$ cat src/design/rld_pkg.sv
// ----------------------------------------------------------------------------
// rld_pkg: shared types and constants for the run list difference block
// Transaction payloads, request codes, table sizing and the control/status
// structs passed between the controller and the datapath.
// ----------------------------------------------------------------------------
package rld_pkg;

  localparam int MaxRuns   = 32;
  localparam int CoordW    = 16;
  localparam int FieldW    = 16;
  localparam int CntW      = $clog2(MaxRuns + 1);
  localparam int AddrW     = (MaxRuns > 1) ? $clog2(MaxRuns) : 1;

  localparam logic [1:0] ReqClear    = 2'd0;
  localparam logic [1:0] ReqLoad     = 2'd1;
  localparam logic [1:0] ReqMinuend  = 2'd2;

  typedef struct packed {
    logic [1:0]               req_type;
    logic signed [FieldW-1:0] run_start;
    logic signed [FieldW-1:0] run_end;
  } in_item_t;

  typedef struct packed {
    logic signed [FieldW-1:0] piece_start;
    logic signed [FieldW-1:0] piece_end;
    logic                     piece_last;
    logic                     overflow;
  } out_item_t;

  // One step of the table walk for a minuend run.
  typedef enum logic [2:0] {
    ActAdvance,   // entry lies left of cursor: move on
    ActSkip,      // entry covers cursor: jump cursor past it
    ActCut,       // emit piece before entry, continue past it
    ActCutEnd,    // emit piece before entry, entry covers the rest
    ActCovered,   // rest of run is covered, nothing left
    ActTail       // emit the remainder of the run
  } act_e;

  typedef struct packed {
    logic capture;        // latch incoming run
    logic clear;          // empty table
    logic rd_from_count;  // read the last stored entry
    logic load_commit;    // merge or append loaded run
    logic min_step;       // apply one walk step
  } ctl_cmd_t;

  typedef struct packed {
    act_e act;
    logic out_free;
  } dp_stat_t;

endpackage

$ cat src/design/run_list_difference.sv
// ----------------------------------------------------------------------------
// run_list_difference: scanline run list subtraction
// Loads a table of subtrahend runs and cuts minuend runs against it.
// ----------------------------------------------------------------------------
// A clear transaction is carried out as it is accepted; a load transaction
// reads the last stored run, then merges or appends in LoadS. A minuend
// transaction latches the run, then walks the table in WalkS: one step for
// each subtrahend entry the walk pointer passes or cuts on, plus one final
// step; each step that produces a piece waits while the single result
// register is still stalled. The table is a 32 entry memory with one read
// and one write port; the walk advances one entry per cycle unless a piece
// waits. Only entries below the stored count are used; no clear is needed.
module run_list_difference (
  input  logic                clk_i,
  input  logic                rst_ni,
  input  logic                in_valid_i,
  output logic                in_stall_o,
  input  rld_pkg::in_item_t   in_item_i,
  output logic                out_valid_o,
  input  logic                out_stall_i,
  output rld_pkg::out_item_t  out_item_o
);

  rld_pkg::ctl_cmd_t cmd;
  rld_pkg::dp_stat_t stat;

  rld_ctrl u_ctrl (
    .clk_i      (clk_i),
    .rst_ni     (rst_ni),
    .in_valid_i (in_valid_i),
    .req_type_i (in_item_i.req_type),
    .in_stall_o (in_stall_o),
    .cmd_o      (cmd),
    .stat_i     (stat)
  );

  rld_datapath u_datapath (
    .clk_i       (clk_i),
    .rst_ni      (rst_ni),
    .cmd_i       (cmd),
    .stat_o      (stat),
    .in_item_i   (in_item_i),
    .out_valid_o (out_valid_o),
    .out_stall_i (out_stall_i),
    .out_item_o  (out_item_o)
  );

  a_cmd_exclusive: assert property (@(posedge clk_i) disable iff (!rst_ni)
    $onehot0({cmd.clear, cmd.load_commit, cmd.min_step}))
    else $error("conflicting datapath commands");

  a_walk_busy: assert property (@(posedge clk_i) disable iff (!rst_ni)
    (cmd.min_step || cmd.load_commit) |-> in_stall_o)
    else $error("datapath busy while input open");

  a_no_overwrite: assert property (@(posedge clk_i) disable iff (!rst_ni)
    (cmd.min_step && out_valid_o && out_stall_i) |->
      !(stat.act == rld_pkg::ActCut || stat.act == rld_pkg::ActCutEnd ||
        stat.act == rld_pkg::ActTail))
    else $error("piece overwrote a stalled result");

  a_piece_order: assert property (@(posedge clk_i) disable iff (!rst_ni)
    out_valid_o |-> (out_item_o.piece_start <= out_item_o.piece_end))
    else $error("piece with start beyond end");

endmodule

$ cat src/design/rld_datapath.sv
// ----------------------------------------------------------------------------
// rld_datapath: run table, walk cursor and result register
// Holds the subtrahend table memory, the count, walk pointer and overflow
// flag, decides each walk step and registers the surviving pieces.
// ----------------------------------------------------------------------------
module rld_datapath (
  input  logic                clk_i,
  input  logic                rst_ni,
  input  rld_pkg::ctl_cmd_t   cmd_i,
  output rld_pkg::dp_stat_t   stat_o,
  input  rld_pkg::in_item_t   in_item_i,
  output logic                out_valid_o,
  input  logic                out_stall_i,
  output rld_pkg::out_item_t  out_item_o
);

  localparam int W = rld_pkg::CoordW;

  logic [2*W-1:0]              mem_q [rld_pkg::MaxRuns];
  logic [2*W-1:0]              rd_q;
  logic [rld_pkg::AddrW-1:0]   rd_addr;
  logic                        wr_en;
  logic [rld_pkg::AddrW-1:0]   wr_addr;
  logic [2*W-1:0]              wr_data;

  logic [rld_pkg::CntW-1:0]    cnt_q, cnt_d, cnt_m1;
  logic [rld_pkg::CntW-1:0]    ptr_q, ptr_d;
  logic                        ovf_q, ovf_d;
  logic signed [W-1:0]         s_q, e_q, cur_q, cur_d;
  logic signed [W-1:0]         in_s, in_e;

  logic signed [W-1:0]         bs, be, be_p1, bs_m1;
  logic signed [W:0]           be_x, le_p1, s_x;
  logic                        merge;
  rld_pkg::act_e               act;
  logic                        emit;
  logic                        out_valid_q;
  rld_pkg::out_item_t          out_q, out_d;
  logic                        out_free;

  // Order the incoming endpoints.
  always_comb begin
    if (in_item_i.run_start > in_item_i.run_end) begin
      in_s = W'(in_item_i.run_end);
      in_e = W'(in_item_i.run_start);
    end else begin
      in_s = W'(in_item_i.run_start);
      in_e = W'(in_item_i.run_end);
    end
  end

  assign bs    = rd_q[2*W-1:W];
  assign be    = rd_q[W-1:0];
  assign be_p1 = be + W'(1);
  assign bs_m1 = bs - W'(1);
  assign cnt_m1 = cnt_q - rld_pkg::CntW'(1);

  // Load: merge when the run starts at or before last end + 1.
  assign be_x  = {be[W-1], be};
  assign le_p1 = be_x + (W+1)'(1);
  assign s_x   = {s_q[W-1], s_q};
  assign merge = (cnt_q != '0) && (s_x <= le_p1);

  // Walk step decision.
  always_comb begin
    if (ptr_q >= cnt_q) begin
      act = rld_pkg::ActTail;
    end else if (be < cur_q) begin
      act = rld_pkg::ActAdvance;
    end else if (bs <= cur_q) begin
      act = (be >= e_q) ? rld_pkg::ActCovered : rld_pkg::ActSkip;
    end else if (bs <= e_q) begin
      act = (be >= e_q) ? rld_pkg::ActCutEnd : rld_pkg::ActCut;
    end else begin
      act = rld_pkg::ActTail;
    end
  end

  assign out_free = !out_valid_q || !out_stall_i;
  assign stat_o.act = act;
  assign stat_o.out_free = out_free;

  always_comb begin
    cnt_d   = cnt_q;
    ptr_d   = ptr_q;
    ovf_d   = ovf_q;
    cur_d   = cur_q;
    wr_en   = 1'b0;
    wr_addr = cnt_m1[rld_pkg::AddrW-1:0];
    wr_data = {bs, e_q};
    emit    = 1'b0;
    out_d   = out_q;
    if (cmd_i.clear) begin
      cnt_d = '0;
      ptr_d = '0;
      ovf_d = 1'b0;
    end
    if (cmd_i.capture) begin
      cur_d = in_s;
    end
    if (cmd_i.load_commit) begin
      if (merge) begin
        wr_en = (e_q > be);
      end else if (cnt_q < rld_pkg::CntW'(rld_pkg::MaxRuns)) begin
        wr_en   = 1'b1;
        wr_addr = cnt_q[rld_pkg::AddrW-1:0];
        wr_data = {s_q, e_q};
        cnt_d   = cnt_q + rld_pkg::CntW'(1);
      end else begin
        ovf_d = 1'b1;
      end
    end
    if (cmd_i.min_step) begin
      out_d.piece_start = cur_q;
      out_d.piece_end   = bs_m1;
      out_d.piece_last  = 1'b1;
      out_d.overflow    = ovf_q;
      case (act)
        rld_pkg::ActAdvance: begin
          ptr_d = ptr_q + rld_pkg::CntW'(1);
        end
        rld_pkg::ActSkip: begin
          cur_d = be_p1;
          ptr_d = ptr_q + rld_pkg::CntW'(1);
        end
        rld_pkg::ActCut: begin
          emit             = 1'b1;
          out_d.piece_last = 1'b0;
          cur_d            = be_p1;
          ptr_d            = ptr_q + rld_pkg::CntW'(1);
        end
        rld_pkg::ActCutEnd: begin
          emit = 1'b1;
        end
        rld_pkg::ActTail: begin
          emit            = 1'b1;
          out_d.piece_end = e_q;
        end
        default: begin
        end
      endcase
    end
  end

  // Walk reads the next pointer; a load reads the last stored entry.
  assign rd_addr = cmd_i.rd_from_count ? cnt_m1[rld_pkg::AddrW-1:0]
                                       : ptr_d[rld_pkg::AddrW-1:0];

  always_ff @(posedge clk_i) begin
    if (wr_en) begin
      mem_q[wr_addr] <= wr_data;
    end
    rd_q <= mem_q[rd_addr];
  end

  always_ff @(posedge clk_i or negedge rst_ni) begin
    if (!rst_ni) begin
      cnt_q       <= '0;
      ptr_q       <= '0;
      ovf_q       <= 1'b0;
      out_valid_q <= 1'b0;
    end else begin
      cnt_q <= cnt_d;
      ptr_q <= ptr_d;
      ovf_q <= ovf_d;
      if (emit) begin
        out_valid_q <= 1'b1;
      end else if (out_free) begin
        out_valid_q <= 1'b0;
      end
    end
  end

  always_ff @(posedge clk_i) begin
    if (cmd_i.capture) begin
      s_q <= in_s;
      e_q <= in_e;
    end
    cur_q <= cur_d;
    if (emit) begin
      out_q <= out_d;
    end
  end

  assign out_valid_o = out_valid_q;
  assign out_item_o  = out_q;

endmodule

$ cat src/design/rld_ctrl.sv
// ----------------------------------------------------------------------------
// rld_ctrl: request sequencer
// Accepts one request at a time and carries out a clear, or steps the datapath
// through a load update or a minuend walk, holding emitting steps on a stall.
// ----------------------------------------------------------------------------
module rld_ctrl (
  input  logic               clk_i,
  input  logic               rst_ni,
  input  logic               in_valid_i,
  input  logic [1:0]         req_type_i,
  output logic               in_stall_o,
  output rld_pkg::ctl_cmd_t  cmd_o,
  input  rld_pkg::dp_stat_t  stat_i
);

  typedef enum logic [1:0] {
    IdleS,
    LoadS,
    WalkS
  } state_e;

  state_e state_q, state_d;
  logic   accept;
  logic   emits;
  logic   done;

  assign accept = in_valid_i && (state_q == IdleS);
  assign emits  = (stat_i.act == rld_pkg::ActCut) || (stat_i.act == rld_pkg::ActCutEnd) ||
                  (stat_i.act == rld_pkg::ActTail);
  assign done   = (stat_i.act == rld_pkg::ActCutEnd) ||
                  (stat_i.act == rld_pkg::ActCovered) || (stat_i.act == rld_pkg::ActTail);

  always_comb begin
    state_d = state_q;
    cmd_o   = '0;
    case (state_q)
      IdleS: begin
        cmd_o.capture       = accept;
        cmd_o.clear         = accept && (req_type_i == rld_pkg::ReqClear);
        cmd_o.rd_from_count = (req_type_i == rld_pkg::ReqLoad);
        if (accept && (req_type_i == rld_pkg::ReqLoad)) begin
          state_d = LoadS;
        end else if (accept && (req_type_i == rld_pkg::ReqMinuend)) begin
          state_d = WalkS;
        end
      end
      LoadS: begin
        cmd_o.load_commit = 1'b1;
        state_d           = IdleS;
      end
      WalkS: begin
        // hold while a piece would overwrite a result not yet taken
        if (!emits || stat_i.out_free) begin
          cmd_o.min_step = 1'b1;
          if (done) begin
            state_d = IdleS;
          end
        end
      end
      default: begin
        state_d = IdleS;
      end
    endcase
  end

  always_ff @(posedge clk_i or negedge rst_ni) begin
    if (!rst_ni) begin
      state_q <= IdleS;
    end else begin
      state_q <= state_d;
    end
  end

  assign in_stall_o = (state_q != IdleS);

endmodule
$ cat config.mk
export PLATFORM = sky130hd
export DESIGN_NAME = run_list_difference
export DESIGN_NICKNAME = d
export VERILOG_FILES = /design/src/design/rld_pkg.sv /design/src/design/run_list_difference.sv /design/src/design/rld_datapath.sv /design/src/design/rld_ctrl.sv
export SDC_FILE = /design/constraint.sdc
export NUM_CORES = 2
export LEC_CHECK = 0
export BUFFER_PORTS_ARGS = -buffer_cell sky130_fd_sc_hd__buf_2
export CORE_MARGIN = 4
export CORE_UTILIZATION = 57
export DETAILED_ROUTE_END_ITERATION = 12
export PLACE_DENSITY = 0.73
export SLEW_MARGIN = 20
export SYNTH_ARGS = -nofsm -noshare
export SYNTH_HDL_FRONTEND = slang
export SYNTH_SLANG_ARGS = --single-unit
$ cat constraint.sdc
create_clock -name clk_i -period 5.15 [get_ports clk_i]
set_input_delay 0.2575 -clock clk_i [delete_from_list [all_inputs] [get_ports clk_i]]
set_output_delay 0.2575 -clock clk_i [all_outputs]
set_load 0.03 [all_outputs]
==> metrics.log <==
[metrics] run status: completed
[metrics] Overall Global Routing Usage: 0.279
[metrics] Register Area: between 0.03 and 0.04 mm²
[metrics] flop-to-flop setup slack: 0.22 ns
[metrics] Leak Pwr: 19.5 nW
[metrics] number of sinks on the clock net: between 1000 and 1500
[metrics] PwrDens: 547 mW/mm²
[metrics] kind of start point of the critical path: flip-flop
[metrics] Congestion Overflow GR: 0
[metrics] Synthesis Warnings: 0
[metrics] number of nets at the end of the flow: 3510
[metrics] beginning of the worst register-to-register path: u_datapath.rd_q[0]
[metrics] list of cells traversed by the critical path: ha_1 > and3_1 > buf_4 > nand3_1 > xor2_1 > ha_1 > nand4_1 > nor4_1 > a41oi_1 > o211ai_1 > buf_4 > nand2_1 > a21oi_1 > o21ai_0 > nand2_2 > nor2_4 > buf_4
[metrics] commonest non-fill, non-tap cell in the layout: sky130_fd_sc_hd__edfxtp_1
[metrics] first-pass GRT wire length: 185000 µm
[metrics] CP max stage delay: 0.86 ns
[metrics] most frequent cell on the critical path: sky130_fd_sc_hd__buf_4
[metrics] Setup Skew: between 0.05 and 0.06 ns
[metrics] TritonCTS clock tree: done
[metrics] count of unresolved DRC violations after routing: 0
[metrics] maximum number of pins on one net before global-route repair: 63
[metrics] post-synthesis net count: 3229
[metrics] chip height: 300 µm
[metrics] Avg WL per Cell: 27.9 µm
[metrics] endpoint arrival time on the critical path: 5.29 ns
[metrics] number of DRC markers in iteration 0: 3457
[metrics] post-synthesis instance total: 3084
[metrics] startpoint of the tightest hold check path: in_item_i[29]
[metrics] post-synthesis register bit count: 1154
[metrics] Setup Viol. Count Final: 0
[metrics] area grow syn2layout: 15.5%
[metrics] share of post-route cells with drive strength above 1: 0.158
[metrics] hold violation count in the final report: 0
[metrics] number of flops mapped to enable cells by yosys: 1090
[metrics] maximum achievable frequency: 203 MHz
[metrics] IR drop worst, VDD: 0.384 mV
[metrics] actual transition at the worst max-transition pin: about 1.1 ns
[metrics] Max Cap Violations: 0
[metrics] final RePlAce weighted congestion: 0.913
[metrics] port buffer count: 73
[metrics] Final Cycle Share: 0.958
[metrics] shortest clock period the worst path allows after layout: 4.93 ns
[metrics] most instantiated flip-flop cell in the synthesis netlist: sky130_fd_sc_hd__edfxtp_1
[metrics] drt total wl: ~130000 µm
[metrics] num ports: 74
[metrics] effective utilization at floorplan: 0.579
[metrics] Post-Synthesis Mean Instance Area: about 16 µm²
[metrics] hold depth: 3
[metrics] Core Util, Final: 0.669
[metrics] die footprint: 0.0901 mm²
[metrics] CORE AREA: 0.0841 mm²
[metrics] clock network latency to the later pin of the worst-skew pair: 0.69 ns
[metrics] largest fanout on the critical path: 13
[metrics] worst-path cell with the longest stage delay: sky130_fd_sc_hd__o21ai_0
[metrics] half-perimeter wire length after placement: 82600 µm
[metrics] number of buffers created by CTS: 111
[metrics] Relative slew margins: 0.253
[metrics] path type of the worst min-delay path: input port to flip-flop
[metrics] remaining antenna violation count after routing: 0
[metrics] commonest non-fill, non-tap cells in the layout: 1090 x sky130_fd_sc_hd__edfxtp_1, 665 x sky130_fd_sc_hd__mux2i_1, 333 x sky130_fd_sc_hd__nand2_1, 132 x sky130_fd_sc_hd__buf_4, 126 x sky130_fd_sc_hd__a32oi_1
[metrics] destination of the worst hold path: u_datapath.e_q[13]
[metrics] total count of max-transition violations in the final report: 0
[metrics] cell area after technology mapping: 0.0487 mm²
[metrics] overall via count from detail_route: about 28000
[metrics] clock-pin slew reported for the worst setup and hold paths after clock tree synthesis: roughly 0.070 ns
[metrics] Core Rows: between 100 and 150
[metrics] Clk Tree Root Cell: sky130_fd_sc_hd__clkbuf_16
[metrics] required time worst endpoint: around 5.5 ns
[metrics] reg-to-reg endpoint: u_datapath.mem_q[31][23]
[metrics] sequential element share of the synthesized area: 0.701
[metrics] first drt pass iteration count: 6
[metrics] detailed-route vias per instance: 6.19
[metrics] worst reg2reg path depth: 17
[metrics] area used by multi-input combinational logic: 0.0139 mm²
[metrics] unrepaired setup endpoints after global routing: yes
[metrics] crit path capture type: flip-flop
[metrics] die width: 300 µm
[metrics] via count of the first global-routing pass: ~28000
[metrics] critical path type: flip-flop to flip-flop
[metrics] clock buffer depth: 3
[metrics] Filler Cell Count: 5726
[metrics] number of antenna violations at the first check in global routing: 2
[metrics] share of synthesized flip-flops with an asynchronous set or reset: 0.0139
[metrics] Tot Pwr: 30.8 mW
[metrics] Max H-tree Level: 3
[metrics] Synth cell types: 68
-- flip-flops by register name, indices dropped and copies added (netlist names) --
signal / flops
u_datapath.s_q: 16
u_datapath.out_valid_o: 1
u_datapath.out_item_o: 34
u_datapath.rd_q: 32
u_ctrl.state_q: 2
u_datapath.mem_q: 1024
u_datapath.ptr_q: 6
u_datapath.cnt_q: 6
u_datapath.e_q: 16
u_datapath.cur_q: 16
u_datapath.ovf_q: 1
-- power by group --
group / total, mW / internal, mW / leakage [nW] / switching, mW
combinational: 10.7 / 3.77 / 7.34 / 6.95
sequential: 12.2 / 11.7 / 10.5 / 0.545
clock: 7.82 / 4.35 / 1.73 / 3.47
total: 30.8 / 19.8 / 19.5 / 11.0
-- worst max path at each step --
stage                       startpoint                       end  slack [ns]  cells after the start
floorplan           u_datapath.rd_q[0]   u_datapath.mem_q[28][0]       -0.02                     16
CTS                 u_datapath.rd_q[0]   u_datapath.mem_q[25][8]        0.06                     18
finish              u_datapath.rd_q[0]  u_datapath.mem_q[31][23]        0.22                     17
global route        u_datapath.rd_q[0]  u_datapath.mem_q[25][19]       -0.04                     19
detailed placement  u_datapath.rd_q[5]  u_datapath.mem_q[25][25]        0.04                     17
global placement    u_datapath.rd_q[5]   u_datapath.mem_q[28][6]       -0.01                     17
-- kinds of logic after synthesis --
group	count (synthesis)	share of synthesized area
mux	699	0.145
flops	1154	0.701
fa+ha+maj	107	0.0275
xor+xnor	31	0.00558
compound gates	304	0.0451
simple gates	574	0.0523
buf+inv	215	0.0242
-- routing by layer --
layer / global-route usage / wire length (µm) / part of all wire / vias up
li1: - / - / - / 12500
met5: 0 / 18 / 0.00014 / -
met4: 0.0992 / 4810 / 0.038 / 2
met1: 0.398 / 52500 / 0.41 / 14200
met3: 0.0479 / 11100 / 0.087 / 265
met2: 0.439 / 59800 / 0.47 / 1416
-- metrics by stage --
stage	setup TNS (ns)	setup slack [ns]	cell area (µm²)	instances	hold slack [ns]
2_1_floorplan	-2.22	-0.0155	48700	3084	-0.0381
3_3_place_gp	-0.284	-0.0113	52000	4329	0.211
3_5_place_dp	0	0.0411	52000	4330	0.232
4_1_cts	0	0.0649	56000	4583	0.0118
5_1_grt	-0.468	-0.0359	56200	4592	0.0298
6_report	0	0.218	56200	4593	0.0227
-- layout make-up --
class                           instances  share of cell area
Sequential cell                      1154               0.606
Clock inverter                         63             0.00979
Clock buffer                          143              0.0528
Antenna cell                            1           0.0000445
Timing Repair Buffer                  315              0.0548
Tap cell                             1134              0.0252
Inverter                               68             0.00456
Multi-Input combinational cell       1715               0.246
-- cells in the mapped netlist, types with 4 or more instances --
cell type                     n  share of area
sky130_fd_sc_hd__buf_4       23         0.0035
sky130_fd_sc_hd__edfxtp_1  1090           0.67
sky130_fd_sc_hd__nor3_1      12         0.0012
sky130_fd_sc_hd__clkbuf_1    43         0.0033
sky130_fd_sc_hd__a21oi_1     49         0.0050
sky130_fd_sc_hd__o211ai_1     5        0.00077
sky130_fd_sc_hd__xnor2_1     13         0.0023
sky130_fd_sc_hd__a211oi_1     5        0.00077
sky130_fd_sc_hd__or4_1        4        0.00062
sky130_fd_sc_hd__dfrtp_1     16         0.0082
sky130_fd_sc_hd__mux2_2      33         0.0076
sky130_fd_sc_hd__buf_6       30         0.0069
sky130_fd_sc_hd__and3_1       7        0.00090
sky130_fd_sc_hd__nor2b_1     11         0.0014
sky130_fd_sc_hd__a32oi_1    126          0.023
sky130_fd_sc_hd__a31oi_1     10         0.0013
sky130_fd_sc_hd__nand4_1     52         0.0067
sky130_fd_sc_hd__o31ai_1      5        0.00077
sky130_fd_sc_hd__inv_1       67         0.0052
sky130_fd_sc_hd__mux2i_1    665           0.14
sky130_fd_sc_hd__nand3_1     19         0.0020
sky130_fd_sc_hd__o21a_1      10         0.0015
sky130_fd_sc_hd__nor2_1      88         0.0068
sky130_fd_sc_hd__xor2_1      18         0.0032
sky130_fd_sc_hd__ha_1       107          0.028
sky130_fd_sc_hd__dfxtp_1     48          0.020
sky130_fd_sc_hd__nand2b_1     6        0.00077
sky130_fd_sc_hd__o21ai_0     52         0.0053
sky130_fd_sc_hd__nor4_1       7        0.00090
sky130_fd_sc_hd__buf_2       49         0.0050
sky130_fd_sc_hd__nand2_1    341          0.026
sky130_fd_sc_hd__a21o_1      14         0.0022
-- timing repair --
| item | 4_1_cts | 5_1_grt |
|---|---|---|
| cloned | 0 | 5 |
| endpoints found under the setup margin | 5 | 948 |
| setup buffers | 0 | 3 |
| gates resized for setup | 1 | 26 |
| pin swaps | 0 | 3 |
| hold endpoints to repair | 46 | 0 |
| hold buffers | 47 | 0 |
-- critical path, delay by kind of cell, from the launching register on --
kind / cells / cell delay [ns]
AO/OA/AOI/OAI: 4 / 1.41
XOR/XNOR: 1 / 0.26
adder cells (fa/ha/maj): 2 / 0.52
buffers and inverters: 3 / 0.62
flip-flops: 1 / 0.39
AND/OR/NAND/NOR: 7 / 1.36
No activity file was read; power rests on OpenSTA's default activity.
